`src/design/cdsc_pkg.sv`:
```
`timescale 1ns / 1ps
// ----------------------------------------------------------------------------
// cdsc_pkg
// Shared types and constants for the clock display / time-set controller.
// ----------------------------------------------------------------------------
package cdsc_pkg;

  // event kinds carried in s_axis_tuser
  localparam logic [1:0] EV_SECOND = 2'd0;
  localparam logic [1:0] EV_TICK   = 2'd1;
  localparam logic [1:0] EV_MODE   = 2'd2;
  localparam logic [1:0] EV_ADJUST = 2'd3;

  // clock chip register indexes
  localparam logic [1:0] RTC_SEC  = 2'd0;
  localparam logic [1:0] RTC_MIN  = 2'd1;
  localparam logic [1:0] RTC_HOUR = 2'd2;

  // stage codes as reported on the output
  localparam logic [1:0] STG_RUN  = 2'd0;
  localparam logic [1:0] STG_HOUR = 2'd1;
  localparam logic [1:0] STG_MIN  = 2'd2;
  localparam logic [1:0] STG_SEC  = 2'd3;

  localparam int TICK_W = 3;

  localparam logic [7:0] HIDDEN_PAIR = 8'hAA;  // both digits out of 0-9, so blank
  localparam logic [5:0] NIGHT_FROM  = 6'h21;
  localparam logic [5:0] NIGHT_UNTIL = 6'h07;

  localparam logic [7:0] SEG_TABLE [10] = '{
    8'hFC, 8'h84, 8'hBA, 8'hAE, 8'hC6, 8'h6E, 8'h7E, 8'hA4, 8'hFE, 8'hEE
  };

  typedef enum logic [3:0] {
    ST_RUN  = 4'b0001,
    ST_HOUR = 4'b0010,
    ST_MIN  = 4'b0100,
    ST_SEC  = 4'b1000
  } stage_t;

  typedef struct packed {
    logic [7:0] right_ones;
    logic [7:0] right_tens;
    logic [7:0] left_ones;
    logic [7:0] left_tens;
  } seg_t;

  // digit above 9 shows blank
  function automatic logic [7:0] digit_seg(input logic [3:0] d);
    logic [7:0] s;
    s = 8'h00;
    if (d < 4'd10) begin
      s = SEG_TABLE[d];
    end
    return s;
  endfunction

endpackage

```
`src/design/cdsc_disp.sv`:
```
`timescale 1ns / 1ps
// ----------------------------------------------------------------------------
// cdsc_disp
// Turns the left and right BCD pairs and the colon into four segment bytes.
// ----------------------------------------------------------------------------
module cdsc_disp (
  input  logic [7:0]    left_pair,
  input  logic [7:0]    right_pair,
  input  logic          colon,
  output cdsc_pkg::seg_t seg
);

  always_comb begin
    // leading zero on the left is blanked
    seg.left_tens  = (left_pair[7:4] != 4'd0) ? cdsc_pkg::digit_seg(left_pair[7:4]) : 8'h00;
    seg.left_ones  = cdsc_pkg::digit_seg(left_pair[3:0]);
    seg.right_tens = cdsc_pkg::digit_seg(right_pair[7:4]);
    seg.right_ones = cdsc_pkg::digit_seg(right_pair[3:0]) | {7'd0, colon};
  end

endmodule

```
`src/design/clock_display_set_controller_top.sv`:
```
`timescale 1ns / 1ps
// ----------------------------------------------------------------------------
// clock_display_set_controller_top
// Clock display and time-set controller: one event word in, one display word out.
// ----------------------------------------------------------------------------
// Takes one event word per clock (second pulse, 50 ms tick, mode key, adjust
// key, with the BCD time from the clock chip) and answers each with one word:
// four segment bytes, brightness, an optional clock-chip register write and
// the stage. An event passes through an input register and a result register.
// The result word is offered from the result register, and a new
// word can be taken every cycle while the output side keeps up. While a result
// waits downstream the input register holds one more event, and after that
// the input stalls until the result is taken.
module clock_display_set_controller_top #(
  parameter int TICKS_PER_BLINK = 5  // 1..7
) (
  input  logic        clk,
  input  logic        rst,
  input  logic        s_axis_tvalid,
  output logic        s_axis_tready,
  // [5:0] hour_bcd, [12:6] minute_bcd, [19:13] second_bcd, [23:20] zero
  input  logic [23:0] s_axis_tdata,
  // [1:0] mode
  input  logic [1:0]  s_axis_tuser,
  output logic        m_axis_tvalid,
  input  logic        m_axis_tready,
  // [7:0] seg_left_tens, [15:8] seg_left_ones, [23:16] seg_right_tens,
  // [31:24] seg_right_ones, [32] night_dim, [33] rtc_write, [35:34] rtc_reg,
  // [42:36] rtc_value, [44:43] stage, [47:45] zero
  output logic [47:0] m_axis_tdata
);

  localparam logic [cdsc_pkg::TICK_W-1:0] TPB = cdsc_pkg::TICK_W'(TICKS_PER_BLINK);

  // input register
  logic       in_valid;
  logic [1:0] in_mode;
  logic [5:0] in_hour;
  logic [6:0] in_minute;
  logic [6:0] in_second;

  // state
  cdsc_pkg::stage_t stage, stage_next;
  logic colon_on, colon_on_next;
  logic blink_show, blink_show_next;
  logic [cdsc_pkg::TICK_W-1:0] tick_count, tick_count_next, tick_inc;
  logic night_reg, night_reg_next;

  // result register
  logic       out_valid;
  cdsc_pkg::seg_t out_seg;
  logic       out_night;
  logic       out_write;
  logic [1:0] out_reg;
  logic [6:0] out_value;
  logic [1:0] out_stage;

  logic       fire;
  logic       wr;
  logic [1:0] wreg;
  logic [6:0] wval;
  logic       forced;
  logic [7:0] hour_pair, minute_pair, second_pair, left_pair, right_pair;
  logic       colon;
  logic [1:0] stage_code;
  cdsc_pkg::seg_t seg;

  assign fire          = in_valid && (!out_valid || m_axis_tready);
  assign s_axis_tready = !in_valid || fire;

  function automatic logic [6:0] to_bcd(input logic [5:0] b);
    logic [2:0] t;
    logic [5:0] tx10;
    logic [5:0] o;
    if (b >= 6'd50) begin
      t = 3'd5;
    end else if (b >= 6'd40) begin
      t = 3'd4;
    end else if (b >= 6'd30) begin
      t = 3'd3;
    end else if (b >= 6'd20) begin
      t = 3'd2;
    end else if (b >= 6'd10) begin
      t = 3'd1;
    end else begin
      t = 3'd0;
    end
    tx10 = {3'd0, t} * 6'd10;
    o    = b - tx10;
    return {t, o[3:0]};
  endfunction

  // BCD increment with wrap at the modulus; non-BCD input still yields valid BCD
  function automatic logic [6:0] bcd_step(input logic [3:0] tens, input logic [3:0] ones,
                                          input logic [7:0] modulus);
    logic [7:0] v;
    v = {4'd0, tens} * 8'd10 + {4'd0, ones} + 8'd1;
    if (v >= modulus) begin
      v = 8'd0;
    end
    return to_bcd(v[5:0]);
  endfunction

  function automatic logic night_of(input logic [5:0] h);
    return (h >= cdsc_pkg::NIGHT_FROM) || (h < cdsc_pkg::NIGHT_UNTIL);
  endfunction

  always_comb begin
    stage_next      = stage;
    colon_on_next   = colon_on;
    blink_show_next = blink_show;
    tick_count_next = tick_count;
    night_reg_next  = night_reg;
    tick_inc        = tick_count + cdsc_pkg::TICK_W'(1);
    wr              = 1'b0;
    wreg            = cdsc_pkg::RTC_SEC;
    wval            = 7'd0;
    forced          = 1'b0;
    hour_pair       = {2'd0, in_hour};
    minute_pair     = {1'b0, in_minute};
    second_pair     = {1'b0, in_second};

    case (in_mode)
      cdsc_pkg::EV_SECOND: begin
        if (stage == cdsc_pkg::ST_RUN) begin
          colon_on_next  = !colon_on;
          night_reg_next = night_of(in_hour);
        end
      end
      cdsc_pkg::EV_TICK: begin
        if (stage == cdsc_pkg::ST_HOUR || stage == cdsc_pkg::ST_MIN) begin
          if (tick_inc >= TPB) begin
            tick_count_next = '0;
            blink_show_next = !blink_show;
          end else begin
            tick_count_next = tick_inc;
          end
        end
      end
      cdsc_pkg::EV_MODE: begin
        case (stage)
          cdsc_pkg::ST_RUN:  stage_next = cdsc_pkg::ST_HOUR;
          cdsc_pkg::ST_HOUR: stage_next = cdsc_pkg::ST_MIN;
          cdsc_pkg::ST_MIN:  stage_next = cdsc_pkg::ST_SEC;
          default:           stage_next = cdsc_pkg::ST_RUN;
        endcase
        if (stage_next == cdsc_pkg::ST_RUN) begin
          night_reg_next = night_of(in_hour);
        end else begin
          colon_on_next = 1'b1;
        end
      end
      default: begin
        case (stage)
          cdsc_pkg::ST_HOUR: begin
            wr        = 1'b1;
            wreg      = cdsc_pkg::RTC_HOUR;
            wval      = bcd_step({2'd0, in_hour[5:4]}, in_hour[3:0], 8'd24);
            hour_pair = {1'b0, wval};
            forced    = 1'b1;
          end
          cdsc_pkg::ST_MIN: begin
            wr          = 1'b1;
            wreg        = cdsc_pkg::RTC_MIN;
            wval        = bcd_step({1'b0, in_minute[6:4]}, in_minute[3:0], 8'd60);
            minute_pair = {1'b0, wval};
            forced      = 1'b1;
          end
          cdsc_pkg::ST_SEC: begin
            wr          = 1'b1;
            wreg        = cdsc_pkg::RTC_SEC;
            second_pair = 8'd0;
          end
          default: ;
        endcase
      end
    endcase

    // display follows the stage after the event
    case (stage_next)
      cdsc_pkg::ST_RUN: begin
        left_pair  = hour_pair;
        right_pair = minute_pair;
        colon      = colon_on_next;
        stage_code = cdsc_pkg::STG_RUN;
      end
      cdsc_pkg::ST_HOUR: begin
        left_pair  = (blink_show_next || forced) ? hour_pair : cdsc_pkg::HIDDEN_PAIR;
        right_pair = minute_pair;
        colon      = 1'b1;
        stage_code = cdsc_pkg::STG_HOUR;
      end
      cdsc_pkg::ST_MIN: begin
        left_pair  = hour_pair;
        right_pair = (blink_show_next || forced) ? minute_pair : cdsc_pkg::HIDDEN_PAIR;
        colon      = 1'b1;
        stage_code = cdsc_pkg::STG_MIN;
      end
      default: begin
        left_pair  = cdsc_pkg::HIDDEN_PAIR;
        right_pair = second_pair;
        colon      = 1'b1;
        stage_code = cdsc_pkg::STG_SEC;
      end
    endcase
  end

  cdsc_disp u_disp (
    .left_pair  (left_pair),
    .right_pair (right_pair),
    .colon      (colon),
    .seg        (seg)
  );

  always_ff @(posedge clk) begin
    if (rst) begin
      in_valid <= 1'b0;
    end else if (s_axis_tready) begin
      in_valid <= s_axis_tvalid;
    end
  end

  always_ff @(posedge clk) begin
    if (s_axis_tvalid && s_axis_tready) begin
      in_mode   <= s_axis_tuser;
      in_hour   <= s_axis_tdata[5:0];
      in_minute <= s_axis_tdata[12:6];
      in_second <= s_axis_tdata[19:13];
    end
  end

  always_ff @(posedge clk) begin
    if (rst) begin
      stage      <= cdsc_pkg::ST_RUN;
      colon_on   <= 1'b0;
      blink_show <= 1'b0;
      tick_count <= '0;
      night_reg  <= 1'b0;
      out_valid  <= 1'b0;
    end else begin
      if (fire) begin
        stage      <= stage_next;
        colon_on   <= colon_on_next;
        blink_show <= blink_show_next;
        tick_count <= tick_count_next;
        night_reg  <= night_reg_next;
        out_valid  <= 1'b1;
      end else if (m_axis_tready) begin
        out_valid <= 1'b0;
      end
    end
  end

  always_ff @(posedge clk) begin
    if (fire) begin
      out_seg   <= seg;
      out_night <= night_reg_next;
      out_write <= wr;
      out_reg   <= wreg;
      out_value <= wval;
      out_stage <= stage_code;
    end
  end

  assign m_axis_tvalid = out_valid;
  assign m_axis_tdata  = {3'd0, out_stage, out_value, out_reg, out_write, out_night,
                          out_seg.right_ones, out_seg.right_tens,
                          out_seg.left_ones, out_seg.left_tens};

  // assertions
  a_fire_gives_word: assert property (@(posedge clk) disable iff (rst)
    fire |=> out_valid)
    else $error("processed event produced no output word");

  a_write_not_in_run: assert property (@(posedge clk) disable iff (rst)
    out_valid && out_write |-> out_stage != cdsc_pkg::STG_RUN)
    else $error("clock register write reported in run stage");

  a_no_write_zero: assert property (@(posedge clk) disable iff (rst)
    out_valid && !out_write |-> out_reg == cdsc_pkg::RTC_SEC && out_value == 7'd0)
    else $error("register fields not zero without a write");

  a_tick_bound: assert property (@(posedge clk) disable iff (rst)
    tick_count < TPB)
    else $error("tick counter passed blink period");

  a_mode_steps: assert property (@(posedge clk) disable iff (rst)
    fire && in_mode == cdsc_pkg::EV_MODE |=> stage != $past(stage))
    else $error("mode key did not change stage");

endmodule

```
`config.mk`:
```
export PLATFORM = sky130hd
export DESIGN_NAME = clock_display_set_controller_top
export DESIGN_NICKNAME = d
export VERILOG_FILES = /design/src/design/cdsc_pkg.sv /design/src/design/cdsc_disp.sv /design/src/design/clock_display_set_controller_top.sv
export SDC_FILE = /design/constraint.sdc
export NUM_CORES = 1
export LEC_CHECK = 0
export BUFFER_PORTS_ARGS = -buffer_cell sky130_fd_sc_hd__buf_2
export CORE_ASPECT_RATIO = 0.9
export CORE_MARGIN = 5
export CORE_UTILIZATION = 57
export CTS_CLUSTER_DIAMETER = 30
export DETAILED_ROUTE_END_ITERATION = 7
export PLACE_DENSITY = 0.81
export SLEW_MARGIN = 30
export SYNTH_ARGS = -nofsm -noshare
export SYNTH_HDL_FRONTEND = slang
export SYNTH_SLANG_ARGS = --single-unit
```
`constraint.sdc`:
```
create_clock -name clk -period 5.7 [get_ports clk]
set_clock_uncertainty 0.15 [all_clocks]
set_input_delay 0.855 -clock clk [delete_from_list [all_inputs] [get_ports clk]]
set_output_delay 0.855 -clock clk [all_outputs]
set_load 0.01 [all_outputs]
```
==> impl_metrics.py, run 1 <==
metrics = {
    "outcome": {
        "outcome": "finished clean",
    },
    "layout": {
        "fin_area_um2": 5345,
        "finalNetCount": 599,
        "drive_gt1_frac": 0.2127,
        "final_cell_count_no_fill": 635,
        "largest_register_ffs": 29,
        "fin_util": 0.6562,
        "antenna_cells": 0,
        "syn2layout_area_growth_pct": 10.62,
    },
    "sta": {
        "drv_slew": 0,
        "post-route-period-util": 0.8953,
        "worst_pin_slew_ns": 0.9677,
        "fin_crit_ns": 5.103,
        "fmax_mhz": 196.0,
        "setup_violations": 0,
        "rsz0062_at_grt": "false",
        "finalHoldViolations": 0,
        "fin_tns_setup_ns": 0,
        "max-slew-margin-rel": 0.3549,
    },
    "yosys": {
        "yosysTopAreaCell": "edfxtp_1",
        "synth.avg_cell_area_um2": 10.28,
        "syn_inst": 470,
        "syn_area_um2": 4832,
        "synthTopCellsByCount": "edfxtp_1 (64), a21oi_1 (36), ha_1 (34), nor2_1 (34), nand2_1 (29)",
        "synth_edf_count": 64,
        "ys_seq_area_frac": 0.4474,
        "synthArstFlopShare": 0,
        "synth-seq-cells": 76,
        "synth_top_area_share": 0.3977,
        "synth.area.top_cells": "edfxtp_1 (40%), ha_1 (8.8%), dfxtp_1 (5.0%)",
        "synth_top_flop_cell": "edfxtp_1",
        "synth_warnings": 0,
        "synth.distinct_cells": 72,
        "yosysMostFrequentCell": "edfxtp_1",
    },
    "cts": {
        "cts_made_buffers": 9,
        "cts_resized": 0,
        "clock_sinks": 76,
        "clock_latency_ns": 0.36,
        "clkTransAtPathRegs_ns": 0.09,
        "post-cts-setup-buffers": 0,
        "cts-htree-levels": 3,
        "cts_root_buffer": "clkbuf_8",
        "clock_path_buffers": 2,
        "holdBufCountCts": 0,
        "cts_tree": "built",
    },
    "floorplanning": {
        "die_y_um": 97.35,
        "die_w_um": 107.1,
        "fp.coreArea_um2": 8145,
        "dieArea_um2": 10420,
        "ios": 80,
        "rows": 31,
        "initial_core_util": 0.5932,
    },
    "setup_path": {
        "path_class": "reg -> reg",
        "path_delay_family": "compound AO/OA/AOI/OAI gates",
        "required_ns": 5.65,
        "crit_buf_inv": 1,
        "path_max_fanout": 12,
        "reg2reg_slack_ns": 0.60,
        "start_kind": "register",
        "end_kind": "register",
        "slowest_stage": "or4b_4",
        "cpPeakStageDelay_ns": 0.61,
        "path_cells": "ha_1 > ha_1 > or4b_4 > a311oi_4 > a21o_4 > a2bb2oi_1 > o21ba_2 > inv_1 > ha_1 > fa_1 > xor2_1 > or4_4 > a31oi_1 > o22ai_1",
        "worstPathArrival_ns": 5.05,
        "worst_path_most_repeated_cell": "ha_1",
    },
    "pwr": {
        "power_density_nw_per_um2": 260.9,
        "vdd_drop_max_uv": 174.4,
        "leakagePower_uw": 0.002215,
    },
    "grt": {
        "grt_pass1_wl_um": 16200,
        "grt_overflow_total": 0,
        "grt_pass1_vias": 3398,
        "antenna_found_initial": 0,
        "track_usage": 0.1933,
        "grt_max_degree": 44,
    },
    "route": {
        "vias": 3741,
        "drc": 0,
        "vias_per_cell": 5.891,
        "drtPass1Iterations": 5,
        "ant_nets": 0,
        "wl_um": 10020,
        "wire_per_inst_um": 15.78,
        "first_iter_violations": 253,
    },
    "worst_hold_path": {
        "hold_class": "reg -> reg",
    },
    "placed_design": {
        "globalplace.congestion": 0.8823,
        "place_hpwl_um": 7628,
        "io_buffers": 69,
        "dp.cells": 619,
        "placed_area_um2": 5161,
    },
    "flow_run": {
        "maxCapViolCount": 0,
    },
}
==> through the flow <==
stage / hold slack (ns) / power (µW) / setup slack, ns
after floorplan: 0.3197 / 934.4 / 1.067
after global placement: 0.3288 / 1002 / 0.7689
after detailed placement: 0.3457 / 1017 / 0.6610
after CTS: 0.3589 / 1399 / 0.6662
after global routing: 0.3824 / 1471 / 0.2473
final: 0.3545 / 1395 / 0.5969
==> worst min-delay path, stage by stage, from the launching register on <==
cell     delay [ns]
dfxtp_1        0.33
o21ai_0        0.07
a21oi_1        0.06
==> cells in the final DEF, fill, tap and decap left out, types with 5 or more instances in the layout <==
master / synthesis / routed
buf_2: 0 / 69
nand2b_1: 8 / 8
o22ai_1: 5 / 5
ha_1: 34 / 34
or3_1: 7 / 7
edfxtp_1: 64 / 64
nand3b_1: 5 / 5
a21o_1: 5 / 5
xor2_1: 8 / 8
xnor2_1: 5 / 5
o221ai_1: 5 / 5
dfxtp_1: 12 / 12
clkbuf_8: 2 / 9
conb_1: 1 / 7
and2_1: 5 / 5
nand3_1: 12 / 12
nor3_1: 14 / 14
o21ai_0: 24 / 24
a21oi_1: 36 / 36
nor2_1: 34 / 33
mux2i_1: 8 / 8
inv_1: 28 / 28
nand2_1: 29 / 29
a211oi_1: 8 / 8
or2_2: 9 / 9
and3_1: 6 / 6
o211ai_1: 5 / 5
==> kinds of logic after synthesis <==
family	count (synthesis)	share of synthesized area
mux	9	0.01890
fa+ha+maj	38	0.1046
flops	76	0.4474
xor+xnor	13	0.02356
simple gates	157	0.1753
buf+inv	55	0.05852
other cells	1	0.0007761
compound gates	121	0.1709
==> routing by layer <==
metal / vias to the layer above / GRT usage / wire length [µm]
met2: 130 / 0.2963 / 4391
met5: - / 0 / 0
li1: 1854 / - / -
met4: 0 / 0.05506 / 118
met1: 1747 / 0.2778 / 4858
met3: 10 / 0.03854 / 654
==> final cells by class <==
cell class	count	area [µm²]
fill	684	2800
sequential	76	2162
tap	99	123.9
timing repair buffer	71	360.3
multi-input combinational	345	2412
clock inverter	7	57.56
clock buffer	9	123.9
inverter	28	105.1
==> where the power goes <==
part           switching, µW  internal, µW  total [µW]
combinational            206           142         348
clock                    222           165         386
sequential              17.9           643         661
==> path summary, 6_finish.rpt <==
kind / startpoint / end / cells past startpoint
hold / removal: blink_show$_SDFFE_PP0P_ / blink_show$_SDFFE_PP0P_ / 2
setup reg to reg: in_minute[4]$_DFFE_PP_ / m_axis_tdata[31]$_SDFFCE_PP0P_ / 14
setup / recovery: in_minute[4]$_DFFE_PP_ / m_axis_tdata[31]$_SDFFCE_PP0P_ / 14
hold reg to reg: blink_show$_SDFFE_PP0P_ / blink_show$_SDFFE_PP0P_ / 2
(Power assumes the default switching activity.)
==> run 2, diff against run 1 <==
Settings changed: CORE_ASPECT_RATIO 0.9 to default.
==> impl_metrics.py, run 2 (synthesis results as in run 1) <==
metrics = {
    "outcome": {
        "outcome": "finished clean",
    },
    "cts": {
        "cts_tree": "built",
        "cts_resized": 0,
        "cts_made_buffers": 9,
        "clock_latency_ns": 0.35,
        "cts-htree-levels": 3,
        "holdBufCountCts": 0,
        "post-cts-setup-buffers": 0,
        "cts_root_buffer": "clkbuf_8",
        "clock_path_buffers": 2,
        "clkTransAtPathRegs_ns": 0.08,
        "clock_sinks": 76,
    },
    "floorplanning": {
        "rows": 33,
        "fp.coreArea_um2": 8258,
        "die_w_um": 102.1,
        "initial_core_util": 0.5852,
        "ios": 80,
        "die_y_um": 102.1,
        "dieArea_um2": 10420,
    },
    "layout": {
        "n_fill_cell": 652,
        "seqCellArea_um2": 2162,
        "layout_common_cells": "buf_2 (69), edfxtp_1 (64), a21oi_1 (36)",
        "largest_register_ffs": 29,
        "syn2layout_area_growth_pct": 11.50,
        "drive_gt1_frac": 0.2108,
        "multi_input_area_um2": 2414,
        "mostFrequentLayoutCell": "buf_2",
        "antenna_cells": 0,
        "finalNetCount": 599,
    },
    "pwr": {
        "p_sw_frac": 0.2899,
        "combPwrFrac": 0.236,
        "vdd_drop_max_uv": 128.6,
        "p_seq_frac": 0.455,
        "switching_power_uw": 420.9,
        "power_density_nw_per_um2": 269.5,
        "leakagePower_uw": 0.002228,
        "p_int_uw": 1031,
        "clkPwrFrac": 0.309,
    },
    "setup_path": {
        "worstRegToRegCells": 14,
        "timing.rr.start": "in_minute[4]$_DFFE_PP_",
        "reg2reg_slack_ns": 0.60,
        "rr_endpoint": "m_axis_tdata[30]$_SDFFCE_PP0P_",
        "worstPathArrival_ns": 5.05,
        "path_class": "reg -> reg",
        "start_kind": "register",
        "required_ns": 5.65,
        "end_kind": "register",
        "path_max_fanout": 12,
    },
    "route": {
        "wl_um": 9800,
        "drc": 0,
        "first_iter_violations": 277,
        "wire_per_inst_um": 15.29,
        "vias": 3703,
        "drtPass1Iterations": 5,
        "vias_per_cell": 5.777,
        "ant_nets": 0,
    },
    "sta": {
        "setup_violations": 0,
        "setup_ws_ns": 0.5959,
        "max-slew-margin-rel": 0.5757,
        "drv_slew": 0,
        "rsz0062_at_grt": "false",
        "fin_crit_ns": 5.104,
        "fin_tns_setup_ns": 0,
        "fmax_mhz": 195.9,
        "finalHoldViolations": 0,
        "worst_pin_slew_ns": 0.6337,
        "post-route-period-util": 0.8955,
    },
    "placed_design": {
        "place_hpwl_um": 7425,
        "io_buffers": 69,
        "globalplace.congestion": 0.9413,
        "pre_cts_slack_ns": 0.6977,
    },
    "grt": {
        "grt_overflow_total": 0,
        "antenna_found_initial": 0,
        "grt_pass1_vias": 3455,
        "grt_pass1_wl_um": 16130,
        "grt_max_degree": 44,
        "track_usage": 0.1943,
    },
    "worst_hold_path": {
        "hold_start": "night_reg$_SDFFE_PP0P_",
        "min_to": "night_reg$_SDFFE_PP0P_",
        "hold_class": "reg -> reg",
        "whs_path_depth": 2,
    },
    "flow_run": {
        "maxCapViolCount": 0,
    },
}
-- run 2: worst max path at each step --
stage                                       from  slack [ns]                              to
after floorplan           in_minute[0]$_DFFE_PP_        1.07  m_axis_tdata[25]$_SDFFCE_PP0P_
after global routing      in_minute[4]$_DFFE_PP_        0.44  m_axis_tdata[30]$_SDFFCE_PP0P_
after CTS                 in_minute[4]$_DFFE_PP_        0.65  m_axis_tdata[30]$_SDFFCE_PP0P_
final                     in_minute[4]$_DFFE_PP_        0.60  m_axis_tdata[30]$_SDFFCE_PP0P_
after detailed placement  in_minute[4]$_DFFE_PP_        0.70  m_axis_tdata[25]$_SDFFCE_PP0P_
after global placement    in_minute[4]$_DFFE_PP_        0.81  m_axis_tdata[30]$_SDFFCE_PP0P_
-- run 2: stage by stage --
stage,instances,hold slack [ns],instance area [µm²],total power [µW],utilization
detailed placement,625,0.3483,5169,1012,0.6259
finish,641,0.3589,5388,1452,0.6524
floorplan,476,0.3197,4855,934.4,-
CTS,641,0.3593,5384,1458,0.6520
global placement,625,0.3317,5169,998.6,0.6259
global route,641,0.3950,5388,1534,0.6524
-- run 2: power groups by stage --
stage	logic, µW	clock network [µW]	registers [µW]
2_1_floorplan	257	0	677
3_3_place_gp	326	0	672
3_5_place_dp	338	0	674
4_1_cts	341	456	661
5_1_grt	384	484	665
6_report	342	449	661
-- run 2: critical path: stages, from the launching register on --
cell and delay, ns:
edfxtp_1 0.49, ha_1 0.35, ha_1 0.44, or4b_4 0.60, a311oi_4 0.35, a21o_4 0.21, a2bb2oi_1 0.32, o21ba_2 0.22
inv_1 0.05, ha_1 0.18, fa_1 0.38, xor2_1 0.19, or4_4 0.49, and3_1 0.27, mux2i_1 0.14
-- run 2: area by class of cell --
| class | instances | share of cell area |
|---|---|---|
| clock buffer | 10 | 0.02369 |
| clock inverter | 6 | 0.01626 |
| inverter | 28 | 0.01951 |
| multi-input combinational | 345 | 0.4480 |
| sequential | 76 | 0.4013 |
| tap | 105 | 0.02438 |
| timing repair buffer | 71 | 0.06688 |
-- run 2: metal layers --
layer,vias up,part of all wire,track usage
met5,-,0,0
met2,138,0.47,0.3153
met3,7,0.077,0.04096
met4,0,0.0072,0.04440
li1,1848,-,-
met1,1710,0.45,0.2694
==> run 3, diff against run 2 <==
Settings changed: CORE_ASPECT_RATIO from default to 2.
==> impl_metrics.py, run 3 (synthesis results as in run 1) <==
metrics = {
    "outcome": {
        "outcome": "finished clean",
    },
    "floorplanning": {
        "dieArea_um2": 10530,
        "die_w_um": 75.11,
        "die_y_um": 140.2,
        "fp.coreArea_um2": 8292,
        "ios": 80,
        "rows": 47,
        "initial_core_util": 0.5828,
    },
    "grt": {
        "grt_overflow_total": 0,
        "grt_pass1_vias": 3662,
        "grt_max_degree": 44,
        "grt_pass1_wl_um": 16020,
        "antenna_found_initial": 0,
        "track_usage": 0.1956,
    },
    "sta": {
        "fmax_mhz": 198.0,
        "max-slew-margin-rel": 0.5771,
        "drv_slew": 0,
        "finalHoldViolations": 0,
        "worst_pin_slew_ns": 0.6183,
        "setup_ws_ns": 0.6483,
        "fin_crit_ns": 5.052,
        "setup_violations": 0,
        "rsz0062_at_grt": "false",
        "post-route-period-util": 0.8863,
        "fin_tns_setup_ns": 0,
    },
    "route": {
        "drtPass1Iterations": 6,
        "ant_nets": 0,
        "vias_per_cell": 5.845,
        "wl_um": 9785,
        "vias": 3706,
        "wire_per_inst_um": 15.43,
        "drc": 0,
        "first_iter_violations": 324,
    },
    "cts": {
        "cts_made_buffers": 9,
        "cts_root_buffer": "clkbuf_16",
        "clock_latency_ns": 0.34,
        "clkTransAtPathRegs_ns": 0.05,
        "holdBufCountCts": 0,
        "post-cts-setup-buffers": 0,
        "cts_resized": 0,
        "cts_tree": "built",
        "cts-htree-levels": 3,
        "clock_path_buffers": 2,
        "clock_sinks": 76,
    },
    "placed_design": {
        "globalplace.congestion": 0.8683,
        "place_hpwl_um": 7529,
        "placed_area_um2": 5160,
        "pre_cts_slack_ns": 0.6974,
        "io_buffers": 69,
    },
    "layout": {
        "seqCellArea_um2": 2162,
        "n_fill_cell": 651,
        "fin_area_um2": 5453,
        "layout_common_cells": "buf_2 (69), edfxtp_1 (64), a21oi_1 (36)",
        "syn2layout_area_growth_pct": 12.84,
        "drive_gt1_frac": 0.2071,
        "mostFrequentLayoutCell": "buf_2",
        "largest_register_ffs": 29,
        "multi_input_area_um2": 2414,
        "antenna_cells": 0,
        "finalNetCount": 599,
    },
    "pwr": {
        "power_density_nw_per_um2": 285.2,
        "leakagePower_uw": 0.002268,
        "vdd_drop_max_uv": 207.9,
    },
    "setup_path": {
        "start_kind": "register",
        "path_cells": "ha_1 > ha_1 > or4b_4 > a311oi_4 > a21o_4 > a2bb2oi_1 > o21ba_2 > inv_1 > ha_1 > fa_1 > xor2_1 > or4_4 > and3_1 > mux2i_1",
        "reg2reg_slack_ns": 0.65,
        "timing.rr.start": "in_minute[4]$_DFFE_PP_",
        "cpPeakStageDelay_ns": 0.61,
        "path_max_fanout": 12,
        "slowest_stage": "or4b_4",
        "path_class": "reg -> reg",
        "required_ns": 5.63,
        "end_kind": "register",
        "worst_path_most_repeated_cell": "ha_1",
        "worstRegToRegCells": 14,
        "worstPathArrival_ns": 4.98,
        "rr_endpoint": "m_axis_tdata[30]$_SDFFCE_PP0P_",
    },
    "worst_hold_path": {
        "whs_path_depth": 2,
        "hold_class": "reg -> reg",
        "min_to": "night_reg$_SDFFE_PP0P_",
        "hold_start": "night_reg$_SDFFE_PP0P_",
    },
    "flow_run": {
        "maxCapViolCount": 0,
    },
}
-- run 3: changes by cell type in the layout (fill, tap and decap cells not counted), sizes merged --
cell      change
clkinvlp      -2
bufinv        -1
clkinv        +1
clkbuf        +3
inv           -1
-- run 3: power by group --
| part | leakage (µW) | internal, µW | switching [µW] |
|---|---|---|---|
| Sequential | 0.000711 | 644 | 17.1 |
| Combinational | 0.00142 | 142 | 202 |
| Clock | 0.000141 | 349 | 202 |
| Total | 0.00227 | 1130 | 421 |
-- run 3: per-layer routing --
metal  GRT usage  wire [µm]
met2      0.3523       5367
met4      0.1088        421
met5           0          0
met1      0.1992       3476
met3     0.03874        519
-- run 3: through the flow --
stage               hold WS [ns]  utilization  cells  power [µW]
CTS                       0.3588       0.6572    634        1563
finish                    0.3512       0.6576    634        1555
global route              0.3846       0.6576    634        1633
detailed placement        0.3512       0.6223    618        1013
global placement          0.3312       0.6223    618       998.3
floorplan                 0.3197            -    476       934.4
-- run 3: cell type report --
cell class,count,area share
clock buffer,13,0.04589
clock inverter,3,0.007113
inverter,28,0.01927
multi-input combinational,345,0.4426
sequential,76,0.3965
tap,98,0.02249
timing repair buffer,71,0.06609
-- run 3: worst max-delay path by stage --
stage                           startpoint                             end  slack, ns  cells after the start
floorplan           in_minute[0]$_DFFE_PP_  m_axis_tdata[25]$_SDFFCE_PP0P_       1.07                     17
global placement    in_minute[4]$_DFFE_PP_  m_axis_tdata[25]$_SDFFCE_PP0P_       0.76                     14
detailed placement  in_minute[4]$_DFFE_PP_  m_axis_tdata[30]$_SDFFCE_PP0P_       0.70                     14
CTS                 in_minute[4]$_DFFE_PP_  m_axis_tdata[30]$_SDFFCE_PP0P_       0.68                     14
global route        in_minute[0]$_DFFE_PP_  m_axis_tdata[29]$_SDFFCE_PP0P_       0.45                     15
finish              in_minute[4]$_DFFE_PP_  m_axis_tdata[30]$_SDFFCE_PP0P_       0.65                     14
-- run 3: critical path: cells and delay by family, from the launching register on --
kind / cells / cell delay (ns)
AOI/OAI and AO/OA: 4 / 1.06
xor gates and xnor gates: 1 / 0.19
adders and majority gates: 4 / 1.35
buffers and inverters: 1 / 0.05
DFF: 1 / 0.48
muxes: 1 / 0.14
and+or+nand+nor: 3 / 1.38
